[config.mk]
export PLATFORM = sky130hd
export DESIGN_NAME = software_timer_table
export DESIGN_NICKNAME = d
export VERILOG_FILES = /design/src/hw/rtl/stt_pkg.sv /design/src/hw/rtl/stt_front.sv /design/src/hw/rtl/stt_back.sv /design/src/hw/rtl/software_timer_table.sv
export SDC_FILE = /design/constraint.sdc
export NUM_CORES = 1
export LEC_CHECK = 0
export ABC_AREA = 1
export BUFFER_PORTS_ARGS = -buffer_cell sky130_fd_sc_hd__buf_2
export CORE_MARGIN = 4
export CORE_UTILIZATION = 56
export DETAILED_ROUTE_END_ITERATION = 7
export PLACE_DENSITY = 0.72
export SKIP_CTS_REPAIR_TIMING = 1
export SLEW_MARGIN = 30
export SYNTH_ARGS = -nofsm -noshare
export SYNTH_HDL_FRONTEND = slang
export SYNTH_SLANG_ARGS = --single-unit
[constraint.sdc]
create_clock -name clk -period 4.9 [get_ports clk]
set_input_delay 0.735 -clock clk [delete_from_list [all_inputs] [get_ports clk]]
set_output_delay 0.735 -clock clk [all_outputs]
set_load 0.05 [all_outputs]
[src/hw/rtl/stt_pkg.sv]
// ----------------------------------------------------------------------------
// stt_pkg
// shared types and constants of the software timer table
// ----------------------------------------------------------------------------
package stt_pkg;

    localparam int SLOT_W      = 3;
    localparam int SLOT_EXT_W  = 7;
    localparam int CMD_W       = 3;
    localparam int KIND_W      = 2;
    localparam int STAT_W      = 8;
    localparam int TICKS_W     = 32;
    localparam int MAX_RESULTS = 8;
    localparam int EVC_W       = 4;
    localparam int QUEUE_DEPTH = 2;
    localparam int QPTR_W      = 1;
    localparam int QCNT_W      = 2;

    localparam logic [CMD_W-1:0] CMD_TICK   = 3'd0;
    localparam logic [CMD_W-1:0] CMD_CREATE = 3'd1;
    localparam logic [CMD_W-1:0] CMD_REMOVE = 3'd2;
    localparam logic [CMD_W-1:0] CMD_WRITE  = 3'd3;
    localparam logic [CMD_W-1:0] CMD_CLEAR  = 3'd4;
    localparam logic [CMD_W-1:0] CMD_READ   = 3'd5;

    localparam logic [KIND_W-1:0] KIND_EXPIRY = 2'd0;
    localparam logic [KIND_W-1:0] KIND_ACK    = 2'd1;
    localparam logic [KIND_W-1:0] KIND_STATUS = 2'd2;

    typedef enum logic [2:0] {
        OP_TICK,
        OP_CREATE,
        OP_REMOVE,
        OP_WRITE,
        OP_CLEAR,
        OP_READ
    } op_t;

    typedef struct packed {
        op_t                op;
        logic [SLOT_W-1:0]  slot;
        logic [TICKS_W-1:0] tmo;
        logic [STAT_W-1:0]  run;
        logic [STAT_W-1:0]  expst;
        logic [STAT_W-1:0]  sval;
    } cmd_entry_t;

endpackage

[src/hw/rtl/stt_front.sv]
// ----------------------------------------------------------------------------
// stt_front
// accepts commands, classifies them and queues them for the execution side
// ----------------------------------------------------------------------------
module stt_front
    import stt_pkg::*;
(
    input  logic                clk,
    input  logic                rst_n,
    input  logic                start,
    input  logic [CMD_W-1:0]    cmd,
    input  logic [SLOT_W-1:0]   slot,
    input  logic [TICKS_W-1:0]  timeout_ticks,
    input  logic [STAT_W-1:0]   run_status,
    input  logic [STAT_W-1:0]   expiry_status,
    input  logic [STAT_W-1:0]   status_value,
    input  logic                pop,
    output logic                busy,
    output logic                q_valid,
    output cmd_entry_t          q_head
);

    cmd_entry_t          entry_reg [QUEUE_DEPTH];
    logic [QPTR_W-1:0]   wr_ptr_reg;
    logic [QPTR_W-1:0]   wr_ptr_next;
    logic [QPTR_W-1:0]   rd_ptr_reg;
    logic [QPTR_W-1:0]   rd_ptr_next;
    logic [QCNT_W-1:0]   count_reg;
    logic [QCNT_W-1:0]   count_next;
    logic                known;
    op_t                 op;
    logic                push;
    logic                do_pop;
    cmd_entry_t          new_entry;

    // unused codes are taken and dropped
    always_comb
    begin
        known = 1'b1;
        op    = OP_TICK;
        unique case (cmd)
            CMD_TICK:   op = OP_TICK;
            CMD_CREATE: op = OP_CREATE;
            CMD_REMOVE: op = OP_REMOVE;
            CMD_WRITE:  op = OP_WRITE;
            CMD_CLEAR:  op = OP_CLEAR;
            CMD_READ:   op = OP_READ;
            default:    known = 1'b0;
        endcase
    end

    assign busy    = (count_reg == QCNT_W'(QUEUE_DEPTH));
    assign q_valid = (count_reg != '0);
    assign q_head  = entry_reg[rd_ptr_reg];
    assign push    = start && !busy && known;
    assign do_pop  = pop && q_valid;

    assign new_entry.op    = op;
    assign new_entry.slot  = slot;
    assign new_entry.tmo   = timeout_ticks;
    assign new_entry.run   = run_status;
    assign new_entry.expst = expiry_status;
    assign new_entry.sval  = status_value;

    assign wr_ptr_next = push ? QPTR_W'(wr_ptr_reg + 1'b1) : wr_ptr_reg;
    assign rd_ptr_next = do_pop ? QPTR_W'(rd_ptr_reg + 1'b1) : rd_ptr_reg;
    assign count_next  = QCNT_W'(count_reg + QCNT_W'(push) - QCNT_W'(do_pop));

    always_ff @(posedge clk or negedge rst_n)
    begin
        if (!rst_n)
        begin
            wr_ptr_reg <= '0;
            rd_ptr_reg <= '0;
            count_reg  <= '0;
        end
        else
        begin
            wr_ptr_reg <= wr_ptr_next;
            rd_ptr_reg <= rd_ptr_next;
            count_reg  <= count_next;
        end
    end

    always_ff @(posedge clk)
    begin
        if (push)
        begin
            entry_reg[wr_ptr_reg] <= new_entry;
        end
    end

endmodule

[src/hw/rtl/stt_back.sv]
// ----------------------------------------------------------------------------
// stt_back
// executes queued commands against the timer stores and issues results
// ----------------------------------------------------------------------------
module stt_back
    import stt_pkg::*;
#(
    parameter int NUM_TIMERS = 8
)
(
    input  logic                clk,
    input  logic                rst_n,
    input  logic                q_valid,
    input  cmd_entry_t          q_head,
    output logic                pop,
    output logic                result_valid,
    output logic [KIND_W-1:0]   kind,
    output logic [SLOT_W-1:0]   timer_slot,
    output logic                table_full,
    output logic [STAT_W-1:0]   status_read,
    output logic                last
);

    localparam int IW = (NUM_TIMERS > 1) ? $clog2(NUM_TIMERS) : 1;
    localparam int UW = $clog2(NUM_TIMERS + 1);

    typedef enum logic [2:0] {
        ST_IDLE,
        ST_WALK,
        ST_DRAIN,
        ST_FLUSH,
        ST_READ
    } state_t;

    state_t                  state_reg, state_next;
    logic [UW-1:0]           walk_idx_reg, walk_idx_next;
    logic                    s1_v_reg, s1_v_next;
    logic [IW-1:0]           s1_idx_reg, s1_idx_next;
    logic                    pend_v_reg, pend_v_next;
    logic [SLOT_W-1:0]       pend_slot_reg, pend_slot_next;
    logic [EVC_W-1:0]        ev_cnt_reg, ev_cnt_next;
    logic [UW-1:0]           used_reg, used_next;
    logic [NUM_TIMERS-1:0]   valid_reg, valid_next;
    logic [NUM_TIMERS-1:0]   stwr_reg, stwr_next;
    logic [SLOT_W-1:0]       rd_slot_reg, rd_slot_next;
    logic                    rd_in_reg, rd_in_next;
    logic                    res_v_reg, res_v_next;
    logic [KIND_W-1:0]       kind_reg, kind_next;
    logic [SLOT_W-1:0]       tslot_reg, tslot_next;
    logic                    full_reg, full_next;
    logic [STAT_W-1:0]       stat_out_reg, stat_out_next;
    logic                    last_reg, last_next;

    logic [TICKS_W-1:0]      cnt_mem [NUM_TIMERS];
    logic [TICKS_W-1:0]      tmo_mem [NUM_TIMERS];
    logic [STAT_W-1:0]       run_mem [NUM_TIMERS];
    logic [STAT_W-1:0]       exp_mem [NUM_TIMERS];
    logic [STAT_W-1:0]       stat_mem [NUM_TIMERS];
    logic [TICKS_W-1:0]      cnt_rd_reg;
    logic [TICKS_W-1:0]      tmo_rd_reg;
    logic [STAT_W-1:0]       run_rd_reg;
    logic [STAT_W-1:0]       exp_rd_reg;
    logic [STAT_W-1:0]       stat_rd_reg;

    logic [IW-1:0]           rd_addr;
    logic                    cnt_we;
    logic [IW-1:0]           cnt_wa;
    logic [TICKS_W-1:0]      cnt_wd;
    logic                    stat_we;
    logic [IW-1:0]           stat_wa;
    logic [STAT_W-1:0]       stat_wd;
    logic                    cre_we;

    logic [SLOT_EXT_W-1:0]   slot_ext;
    logic [SLOT_EXT_W-1:0]   used_ext;
    logic [SLOT_EXT_W-1:0]   s1_ext;
    logic                    in_table;
    logic [IW-1:0]           slot_addr;
    logic [IW-1:0]           used_addr;
    logic                    hit;
    logic [TICKS_W-1:0]      inc;
    logic                    expire;

    assign slot_ext  = SLOT_EXT_W'(q_head.slot);
    assign used_ext  = SLOT_EXT_W'(used_reg);
    assign s1_ext    = SLOT_EXT_W'(s1_idx_reg);
    assign in_table  = (slot_ext < SLOT_EXT_W'(NUM_TIMERS));
    assign slot_addr = slot_ext[IW-1:0];
    assign used_addr = used_reg[IW-1:0];
    assign pop       = (state_reg == ST_IDLE) && q_valid;

    // per-slot compare and increment of the walk
    assign hit    = valid_reg[s1_idx_reg] && (stat_rd_reg == run_rd_reg);
    assign inc    = cnt_rd_reg + TICKS_W'(1);
    assign expire = hit && (inc == tmo_rd_reg);

    always_comb
    begin
        state_next     = state_reg;
        walk_idx_next  = walk_idx_reg;
        s1_v_next      = 1'b0;
        s1_idx_next    = s1_idx_reg;
        pend_v_next    = pend_v_reg;
        pend_slot_next = pend_slot_reg;
        ev_cnt_next    = ev_cnt_reg;
        used_next      = used_reg;
        valid_next     = valid_reg;
        stwr_next      = stwr_reg;
        rd_slot_next   = rd_slot_reg;
        rd_in_next     = rd_in_reg;
        res_v_next     = 1'b0;
        kind_next      = kind_reg;
        tslot_next     = tslot_reg;
        full_next      = 1'b0;
        stat_out_next  = '0;
        last_next      = 1'b0;
        cnt_we         = 1'b0;
        cnt_wa         = s1_idx_reg;
        cnt_wd         = inc;
        stat_we        = 1'b0;
        stat_wa        = s1_idx_reg;
        stat_wd        = exp_rd_reg;
        cre_we         = 1'b0;
        rd_addr        = (state_reg == ST_WALK) ? walk_idx_reg[IW-1:0] : slot_addr;

        // an event is held back until the next one shows whether it is the last
        if (s1_v_reg && hit)
        begin
            cnt_we = 1'b1;
            cnt_wd = expire ? '0 : inc;
            if (expire)
            begin
                stat_we = 1'b1;
                if (ev_cnt_reg < EVC_W'(MAX_RESULTS))
                begin
                    if (pend_v_reg)
                    begin
                        res_v_next = 1'b1;
                        kind_next  = KIND_EXPIRY;
                        tslot_next = pend_slot_reg;
                    end
                    pend_v_next    = 1'b1;
                    pend_slot_next = s1_ext[SLOT_W-1:0];
                    ev_cnt_next    = EVC_W'(ev_cnt_reg + 1'b1);
                end
            end
        end

        unique case (state_reg)
            ST_IDLE:
            begin
                if (q_valid)
                begin
                    unique case (q_head.op)
                        OP_TICK:
                        begin
                            walk_idx_next = '0;
                            ev_cnt_next   = '0;
                            pend_v_next   = 1'b0;
                            if (used_reg != '0)
                            begin
                                state_next = ST_WALK;
                            end
                        end
                        OP_CREATE:
                        begin
                            res_v_next = 1'b1;
                            kind_next  = KIND_ACK;
                            if (used_reg < UW'(NUM_TIMERS))
                            begin
                                cre_we                = 1'b1;
                                cnt_we                = 1'b1;
                                cnt_wa                = used_addr;
                                cnt_wd                = '0;
                                stat_we               = 1'b1;
                                stat_wa               = used_addr;
                                stat_wd               = q_head.sval;
                                valid_next[used_addr] = 1'b1;
                                stwr_next[used_addr]  = 1'b1;
                                used_next             = UW'(used_reg + 1'b1);
                                tslot_next            = used_ext[SLOT_W-1:0];
                            end
                            else
                            begin
                                full_next  = 1'b1;
                                tslot_next = '0;
                            end
                        end
                        OP_REMOVE:
                        begin
                            if (in_table)
                            begin
                                valid_next[slot_addr] = 1'b0;
                            end
                            res_v_next = 1'b1;
                            kind_next  = KIND_ACK;
                            tslot_next = q_head.slot;
                        end
                        OP_WRITE:
                        begin
                            if (in_table)
                            begin
                                stat_we              = 1'b1;
                                stat_wa              = slot_addr;
                                stat_wd              = q_head.sval;
                                stwr_next[slot_addr] = 1'b1;
                            end
                            res_v_next = 1'b1;
                            kind_next  = KIND_ACK;
                            tslot_next = q_head.slot;
                        end
                        OP_CLEAR:
                        begin
                            if (in_table)
                            begin
                                cnt_we = 1'b1;
                                cnt_wa = slot_addr;
                                cnt_wd = '0;
                            end
                            res_v_next = 1'b1;
                            kind_next  = KIND_ACK;
                            tslot_next = q_head.slot;
                        end
                        OP_READ:
                        begin
                            rd_slot_next = q_head.slot;
                            rd_in_next   = in_table && stwr_reg[slot_addr];
                            state_next   = ST_READ;
                        end
                        default:
                        begin
                            state_next = ST_IDLE;
                        end
                    endcase
                end
            end
            ST_WALK:
            begin
                s1_v_next     = 1'b1;
                s1_idx_next   = walk_idx_reg[IW-1:0];
                walk_idx_next = UW'(walk_idx_reg + 1'b1);
                if (UW'(walk_idx_reg + 1'b1) == used_reg)
                begin
                    state_next = ST_DRAIN;
                end
            end
            ST_DRAIN:
            begin
                state_next = ST_FLUSH;
            end
            ST_FLUSH:
            begin
                if (pend_v_reg)
                begin
                    res_v_next = 1'b1;
                    kind_next  = KIND_EXPIRY;
                    tslot_next = pend_slot_reg;
                    last_next  = 1'b1;
                end
                pend_v_next = 1'b0;
                state_next  = ST_IDLE;
            end
            ST_READ:
            begin
                res_v_next    = 1'b1;
                kind_next     = KIND_STATUS;
                tslot_next    = rd_slot_reg;
                stat_out_next = rd_in_reg ? stat_rd_reg : '0;
                last_next     = 1'b1;
                state_next    = ST_IDLE;
            end
            default:
            begin
                state_next = ST_IDLE;
            end
        endcase

        // acknowledges are always the only result of their command
        if (state_reg == ST_IDLE)
        begin
            last_next = 1'b1;
        end
    end

    always_ff @(posedge clk or negedge rst_n)
    begin
        if (!rst_n)
        begin
            state_reg     <= ST_IDLE;
            walk_idx_reg  <= '0;
            s1_v_reg      <= 1'b0;
            s1_idx_reg    <= '0;
            pend_v_reg    <= 1'b0;
            pend_slot_reg <= '0;
            ev_cnt_reg    <= '0;
            used_reg      <= '0;
            valid_reg     <= '0;
            stwr_reg      <= '0;
            rd_slot_reg   <= '0;
            rd_in_reg     <= 1'b0;
            res_v_reg     <= 1'b0;
            kind_reg      <= '0;
            tslot_reg     <= '0;
            full_reg      <= 1'b0;
            stat_out_reg  <= '0;
            last_reg      <= 1'b0;
        end
        else
        begin
            state_reg     <= state_next;
            walk_idx_reg  <= walk_idx_next;
            s1_v_reg      <= s1_v_next;
            s1_idx_reg    <= s1_idx_next;
            pend_v_reg    <= pend_v_next;
            pend_slot_reg <= pend_slot_next;
            ev_cnt_reg    <= ev_cnt_next;
            used_reg      <= used_next;
            valid_reg     <= valid_next;
            stwr_reg      <= stwr_next;
            rd_slot_reg   <= rd_slot_next;
            rd_in_reg     <= rd_in_next;
            res_v_reg     <= res_v_next;
            kind_reg      <= kind_next;
            tslot_reg     <= tslot_next;
            full_reg      <= full_next;
            stat_out_reg  <= stat_out_next;
            last_reg      <= last_next;
        end
    end

    always_ff @(posedge clk)
    begin
        cnt_rd_reg  <= cnt_mem[rd_addr];
        tmo_rd_reg  <= tmo_mem[rd_addr];
        run_rd_reg  <= run_mem[rd_addr];
        exp_rd_reg  <= exp_mem[rd_addr];
        stat_rd_reg <= stat_mem[rd_addr];
        if (cnt_we)
        begin
            cnt_mem[cnt_wa] <= cnt_wd;
        end
        if (stat_we)
        begin
            stat_mem[stat_wa] <= stat_wd;
        end
        if (cre_we)
        begin
            tmo_mem[used_addr] <= q_head.tmo;
            run_mem[used_addr] <= q_head.run;
            exp_mem[used_addr] <= q_head.expst;
        end
    end

    assign result_valid = res_v_reg;
    assign kind         = kind_reg;
    assign timer_slot   = tslot_reg;
    assign table_full   = full_reg;
    assign status_read  = stat_out_reg;
    assign last         = last_reg;

    a_used_bound: assert property (@(posedge clk) disable iff (!rst_n)
        used_reg <= UW'(NUM_TIMERS))
        else $error("slot allocation count beyond table size");

    a_walk_range: assert property (@(posedge clk) disable iff (!rst_n)
        state_reg == ST_WALK |-> walk_idx_reg < used_reg)
        else $error("walk index past allocated slots");

    a_pend_counted: assert property (@(posedge clk) disable iff (!rst_n)
        pend_v_reg |-> ev_cnt_reg != '0)
        else $error("held expiry event not counted");

    a_read_result: assert property (@(posedge clk) disable iff (!rst_n)
        state_reg == ST_READ |=> res_v_reg && kind_reg == KIND_STATUS && last_reg)
        else $error("status read did not produce its result");

endmodule

[src/hw/rtl/software_timer_table.sv]
// ----------------------------------------------------------------------------
// software_timer_table
// table of software timers with create, remove, write and read status, clear count and tick commands
//
// channel   direction  transfer when          fields
// command   in         start && !busy         cmd slot timeout_ticks run_status
//                                             expiry_status status_value
// result    out        result_valid           kind timer_slot table_full
//                                             status_read last
//
// create, remove, write status and clear count execute in the idle state of
// the execution side, read status passes through a read state, and a tick
// walks the created slots one slot per cycle through the timer stores, then
// drains and flushes (no walk when no slot was created).
// a two-entry command queue decouples intake from execution: busy is high
// only while the queue is full.
// results are one-cycle strobes and cannot be held off; reset clears control
// state and valid bits only, the stores are not swept.
// ----------------------------------------------------------------------------
module software_timer_table
    import stt_pkg::*;
#(
    parameter int NUM_TIMERS = 8
)
(
    input  logic                clk,
    input  logic                rst_n,
    input  logic                start,
    output logic                busy,
    input  logic [CMD_W-1:0]    cmd,
    input  logic [SLOT_W-1:0]   slot,
    input  logic [TICKS_W-1:0]  timeout_ticks,
    input  logic [STAT_W-1:0]   run_status,
    input  logic [STAT_W-1:0]   expiry_status,
    input  logic [STAT_W-1:0]   status_value,
    output logic                result_valid,
    output logic [KIND_W-1:0]   kind,
    output logic [SLOT_W-1:0]   timer_slot,
    output logic                table_full,
    output logic [STAT_W-1:0]   status_read,
    output logic                last
);

    logic       q_valid;
    logic       pop;
    cmd_entry_t q_head;

    stt_front u_front (
        .clk           (clk),
        .rst_n         (rst_n),
        .start         (start),
        .cmd           (cmd),
        .slot          (slot),
        .timeout_ticks (timeout_ticks),
        .run_status    (run_status),
        .expiry_status (expiry_status),
        .status_value  (status_value),
        .pop           (pop),
        .busy          (busy),
        .q_valid       (q_valid),
        .q_head        (q_head)
    );

    stt_back #(
        .NUM_TIMERS (NUM_TIMERS)
    ) u_back (
        .clk          (clk),
        .rst_n        (rst_n),
        .q_valid      (q_valid),
        .q_head       (q_head),
        .pop          (pop),
        .result_valid (result_valid),
        .kind         (kind),
        .timer_slot   (timer_slot),
        .table_full   (table_full),
        .status_read  (status_read),
        .last         (last)
    );

endmodule
==> results of run 1 <==
==> cell type report <==
cell class | instances | share of cell area (%)
Timing Repair Buffer | 131 | 2.06
Clock inverter | 61 | 1.35
Sequential cell | 979 | 64.2
Multi-Input combinational cell | 2113 | 22.6
Clock buffer | 120 | 5.74
Inverter | 162 | 1.41
Tap cell | 931 | 2.65
==> final timing paths <==
check                                                end          startpoint  depth (start not counted)
min in group asynchronous            u_back.result_valid               rst_n                          2
worst max register to register     u_back.cnt_rd_reg[21]  u_front.rd_ptr_reg                         11
worst min register to register        u_back.stwr_reg[4]  u_back.stwr_reg[4]                          2
worst min-delay path            u_front.entry_reg[0][11]    expiry_status[3]                          1
max in group asynchronous             u_front.rd_ptr_reg               rst_n                          2
worst max-delay path               u_back.cnt_rd_reg[21]  u_front.rd_ptr_reg                         11
==> through the flow <==
| stage | hold WS (ns) | cell area, um2 | power (W) |
|---|---|---|---|
| 3_5_place_dp | 0.453 | 40800 | 0.0233 |
| 5_1_grt | 0.225 | 44000 | 0.0323 |
| 2_1_floorplan | 0.427 | 39300 | 0.0196 |
| 6_report | 0.256 | 44000 | 0.0304 |
| 3_3_place_gp | 0.443 | 40800 | 0.0231 |
| 4_1_cts | 0.222 | 44000 | 0.0305 |
==> metal layers <==
metal / track usage [%] / wire length (um) / vias to the layer above
met5: 0 / 20 / -
met4: 7.95 / 2610 / 4
met3: 4.71 / 6970 / 179
met2: 37.7 / 41000 / 868
met1: 32.1 / 36500 / 12100
li1: - / - / 12100
==> placed cells by master (no fill, tap or decap), types with 8 or more instances in the layout <==
cell type / synthesis / routed
clkbuf_1: 92 / 22
bufinv_16: 0 / 8
nand2_2: 8 / 8
xnor2_1: 9 / 9
buf_12: 0 / 10
clkinv_1: 4 / 26
xor2_1: 10 / 10
nand4_1: 9 / 9
clkbuf_16: 0 / 97
inv_1: 150 / 150
a31oi_1: 89 / 89
a21oi_1: 44 / 44
ha_1: 10 / 10
o22ai_1: 92 / 92
nor2_2: 8 / 8
nor2_4: 9 / 24
dfrtp_1: 63 / 62
buf_4: 5 / 40
dfxtp_1: 88 / 88
nor2_1: 793 / 778
nand3_1: 83 / 83
nand2_1: 458 / 457
clkinv_2: 0 / 20
edfxtp_1: 828 / 828
buf_2: 51 / 81
nand3b_1: 16 / 16
o21ai_0: 397 / 397
nor3_1: 23 / 20
==> kinds of logic (layout without fill, tap and decap cells) <==
logic type,after synthesis,count (layout),share of synthesized area (%)
buf+inv,317,474,3.24
fa+ha+maj,10,10,0.319
mux,1,1,0.0255
flops,979,979,71.8
simple gates,1422,1422,14.7
xor+xnor,24,24,0.711
compound gates,656,656,9.14
==> power by group <==
part | internal, W | total, W | switching [W]
registers | 0.0115 | 0.0122 | 0.000729
logic | 0.00298 | 0.0110 | 0.00805
clock network | 0.00411 | 0.00718 | 0.00308
total | 0.0186 | 0.0304 | 0.0119
==> critical path: cells and delay by family (launching register included) <==
family	cells	cell delay, ns
DFF	1	0.46
buffers and inverters	4	1.62
and+or+nand+nor	3	0.29
AOI/OAI and AO/OA	4	1.14
==> qor.yml, run 1 <==
status: "finished, final reports clean"
ys_types: 49
htree_levels: 3
wire_per_inst_um: 19.4
ys_top_cells_by_area: "edfxtp_1 (63%), nor2_1 (7.6%), o21ai_0 (5.1%)"
synthCells: 3409
clkTransAtPathRegs_ns: 0.06
synth.most_common_cell: "edfxtp_1"
vias: 25300
r2r_slack_ns: 1.15
synth_edf_count: 828
syn_area_mm2: 0.0393
io_buffers: 81
period_share_pct: 76.6
grt_max_degree: 226
drtIter0Drc: 2326
fin_skew_ns: 0.0301
max_slew_margin_pct: 37.9
slowest_stage: "a31oi_1"
die_y_um: 273
ys.flop_type: "edfxtp_1"
nets: 3558
ios: 82
clock-root-buffer: "clkbuf_16"
vdd_drop_max_v: 0.000611
drive_gt1_share_pct: 9.48
grt_pass1_vias: 24300
cp.required_ns: 5.38
diodes: 0
clock-sinks: 979
crit_type: "reg -> reg"
setup_slack_ns: 1.15
overflow: 0
cp_cell_sequence: "buf_4, o21ai_0, buf_4, nand2_1, nand2_4, inv_8, buf_4, o21ai_0, o22ai_1, nor2_1, a31oi_1"
cellPowerDensity_mw_per_mm2: 693
tns_ns: 0
final-setup-viol-count: 0
fmax_ghz: 0.267
layout.cells.non_filler: 4497
synth_area_per_cell_um2: 11.5
coreArea_mm2: 0.0691
viasPerCell: 5.61
cp_data_arrival_time_ns: 4.23
utilization_pct: 63.6
start_kind: "flip-flop"
cts_tree: "built"
dp_hpwl_um: 51000
synthTopCellsByCount: "edfxtp_1 (828), nor2_1 (793), nand2_1 (458)"
grt_pass1_wl_um: 135000
worst_path_most_repeated_cell: "buf_4"
ys_ff_latch: 979
leakage_nw: 16.0
hold_class: "in -> reg"
rsz0062_at_grt: "false"
gp_congestion: 0.973
crit_path_end_kind: "flip-flop"
cts_buffers: 96
layout_min_cycle_time_ns: 3.75
wirelength_um: 87100
async_flop_share_pct: 6.44
cts_buffer_depth: 3
area_growth_pct: 12.0
drc_errors: 0
synth_top_area_cell: "edfxtp_1"
dp_slack_ns: 1.23
start_util_pct: 56.8
antenna_found_initial: 2
drtPass1Iterations: 6
tightestPinTransition_ns: 0.929
clk_latency_ns: 0.66
num_rows: 96
ys_warn_count: 0
fillerInstances: 5183
drv_slew: 0
dp.cells: 4316
seqCellArea_mm2: 0.0282
drv_cap: 0
final_antenna_net_count: 0
max_stage_delay_ns: 0.66
die_w_um: 273
syn_nets: 3484
crit_fanout: 121
synth_seq_area_share_pct: 71.8
die_area_mm2: 0.0744
synth_top_area_share_pct: 63.3
hold_viol_final: 0
gr-usage-all-layers_pct: 23.3
multi_input_comb_area_mm2: 0.00995
Power figures use the tool's default switching activity.
==> inputs of run 2 (changes only) <==
clock period = 3.3 ns   (was 4.9 ns; I/O delays follow)
==> run 2 against run 1 <==
Net effect:
- clock-buffer cell count decreased by 6
- register-to-register slack got worse by 1.0 ns
- routed wire length increased by 1.5%
- utilization rose by 1.4 points
- sequential power up 48%
- critical path depth is 5 higher
- global-route usage rose by 0.47 points
- maximum frequency grew 19%
- largest power group unchanged
- highest routed layer is now met4
==> qor.yml, run 2 (synthesis results as in run 1) <==
final_common_cell: "edfxtp_1"
seqCellArea_mm2: 0.0282
grt_pass1_wl_um: 138000
dp.cells: 4378
start_util_pct: 56.8
crit_type: "reg -> reg"
drive_gt1_share_pct: 11.5
vdd_drop_max_v: 0.000884
die_y_um: 273
cts_buffers: 97
wire_per_inst_um: 19.4
clkTransAtPathRegs_ns: 0.06
pwr-share-comb_pct: 37.8
layout.cells.non_filler: 4560
drtPass1Iterations: 6
p_int_w: 0.0286
overflow: 0
num_rows: 96
placed_area_mm2: 0.0417
vias: 25600
cp_data_arrival_time_ns: 3.49
seqPwrFrac_pct: 38.7
ios: 82
cp_cell_sequence: "ha_1, nand2_2, nor2_8, nand2_2, nor2_4, nand3_1, nand2_1, nand2_1, nand2_1, nor2_1, nand2_1, nor2_1, nand3_2, o21ai_2, buf_12, a21oi_1"
clk_latency_ns: 0.66
critical-path-top-delay-family: "simple AND/OR/NAND/NOR gates"
coreArea_mm2: 0.0691
final-setup-viol-count: 0
layout_min_cycle_time_ns: 3.16
antenna_found_initial: 0
dp_hpwl_um: 55500
viasPerCell: 5.62
power_switching_w: 0.0181
leakage_nw: 16.5
cts_buffer_depth: 3
area_growth_pct: 14.5
status: "finished, final reports clean"
gr-usage-all-layers_pct: 23.8
start_kind: "flip-flop"
cp.required_ns: 3.62
cellPowerDensity_mw_per_mm2: 1040
cts_tree: "built"
slowest_stage: "a21oi_1"
max_stage_delay_ns: 0.64
clock-root-buffer: "clkbuf_16"
crit_path_end_kind: "flip-flop"
gp_congestion: 0.981
drtIter0Drc: 2511
final_cell_mix: "edfxtp_1 (828), nor2_1 (776), nand2_1 (456)"
fmax_ghz: 0.316
die_area_mm2: 0.0744
drv_slew: 0
grt_pass1_vias: 24300
hold_class: "in -> reg"
drv_cap: 0
wirelength_um: 88400
multi_input_comb_area_mm2: 0.00998
crit_fanout: 32
nets: 3624
diodes: 0
worst_path_most_repeated_cell: "nand2_1"
pwr-share-clk_pct: 23.5
final_antenna_net_count: 0
htree_levels: 3
period_share_pct: 95.9
tightestPinTransition_ns: 0.834
clock-sinks: 979
drc_errors: 0
rsz0062_at_grt: "false"
io_buffers: 81
die_w_um: 273
critPathBufInv: 1
grt_max_degree: 83
stdcell_area_mm2: 0.0449
fin_skew_ns: 0.0295
max_slew_margin_pct: 44.4
fillerInstances: 5106
sw_frac_of_total_pct: 38.7
hold_viol_final: 0
## run 2: metrics by stage
stage | power (W) | hold slack (ns) | worst slack [ns] | utilization, % | setup TNS, ns
3_3_place_gp | 0.0354 | 0.447 | 0.136 | 60.3 | 0
3_5_place_dp | 0.0357 | 0.455 | 0.0809 | 60.3 | 0
6_report | 0.0467 | 0.0268 | 0.135 | 65.1 | 0
2_1_floorplan | 0.0292 | 0.199 | -0.324 | - | -51.83
4_1_cts | 0.0467 | -0.0693 | 0.0374 | 65.0 | 0
5_1_grt | 0.0495 | 0.000708 | 0.00599 | 65.1 | 0
## run 2: power groups by stage
stage	registers (W)	logic, W	clock network (W)
after global placement	0.0182	0.0172	0
after CTS	0.0180	0.0176	0.0111
final	0.0181	0.0177	0.0110
after detailed placement	0.0183	0.0174	0
after floorplan	0.0180	0.0111	0
after global routing	0.0182	0.0196	0.0117
## run 2: layout make-up
class / count / share of cell area, %
Tap cell: 931 / 2.59
Timing Repair Buffer: 196 / 3.91
Multi-Input combinational cell: 2113 / 22.2
Inverter: 162 / 1.38
Clock buffer: 114 / 5.61
Clock inverter: 65 / 1.55
Sequential cell: 979 / 62.8
## run 2: per-layer routing
metal  part of all wire [%]  track usage, %
met1                     44            34.9
met2                     46            37.6
met3                    7.0            3.14
met4                    2.8            7.50
met5                      0               0
## run 2: worst paths after layout
kind                                       from                  endpoint  slack [ns]  depth (start not counted)
min in group asynchronous                 rst_n       u_back.state_reg[2]        0.48                          2
setup / recovery           u_back.cnt_rd_reg[0]     u_back.cnt_mem[7][22]        0.14                         16
setup reg to reg           u_back.cnt_rd_reg[0]     u_back.cnt_mem[7][22]        0.14                         16
max in group asynchronous                 rst_n        u_front.rd_ptr_reg        2.14                          3
hold reg to reg              u_back.stwr_reg[7]        u_back.stwr_reg[7]        0.46                          2
hold / removal                 timeout_ticks[5]  u_front.entry_reg[1][29]        0.03                          1
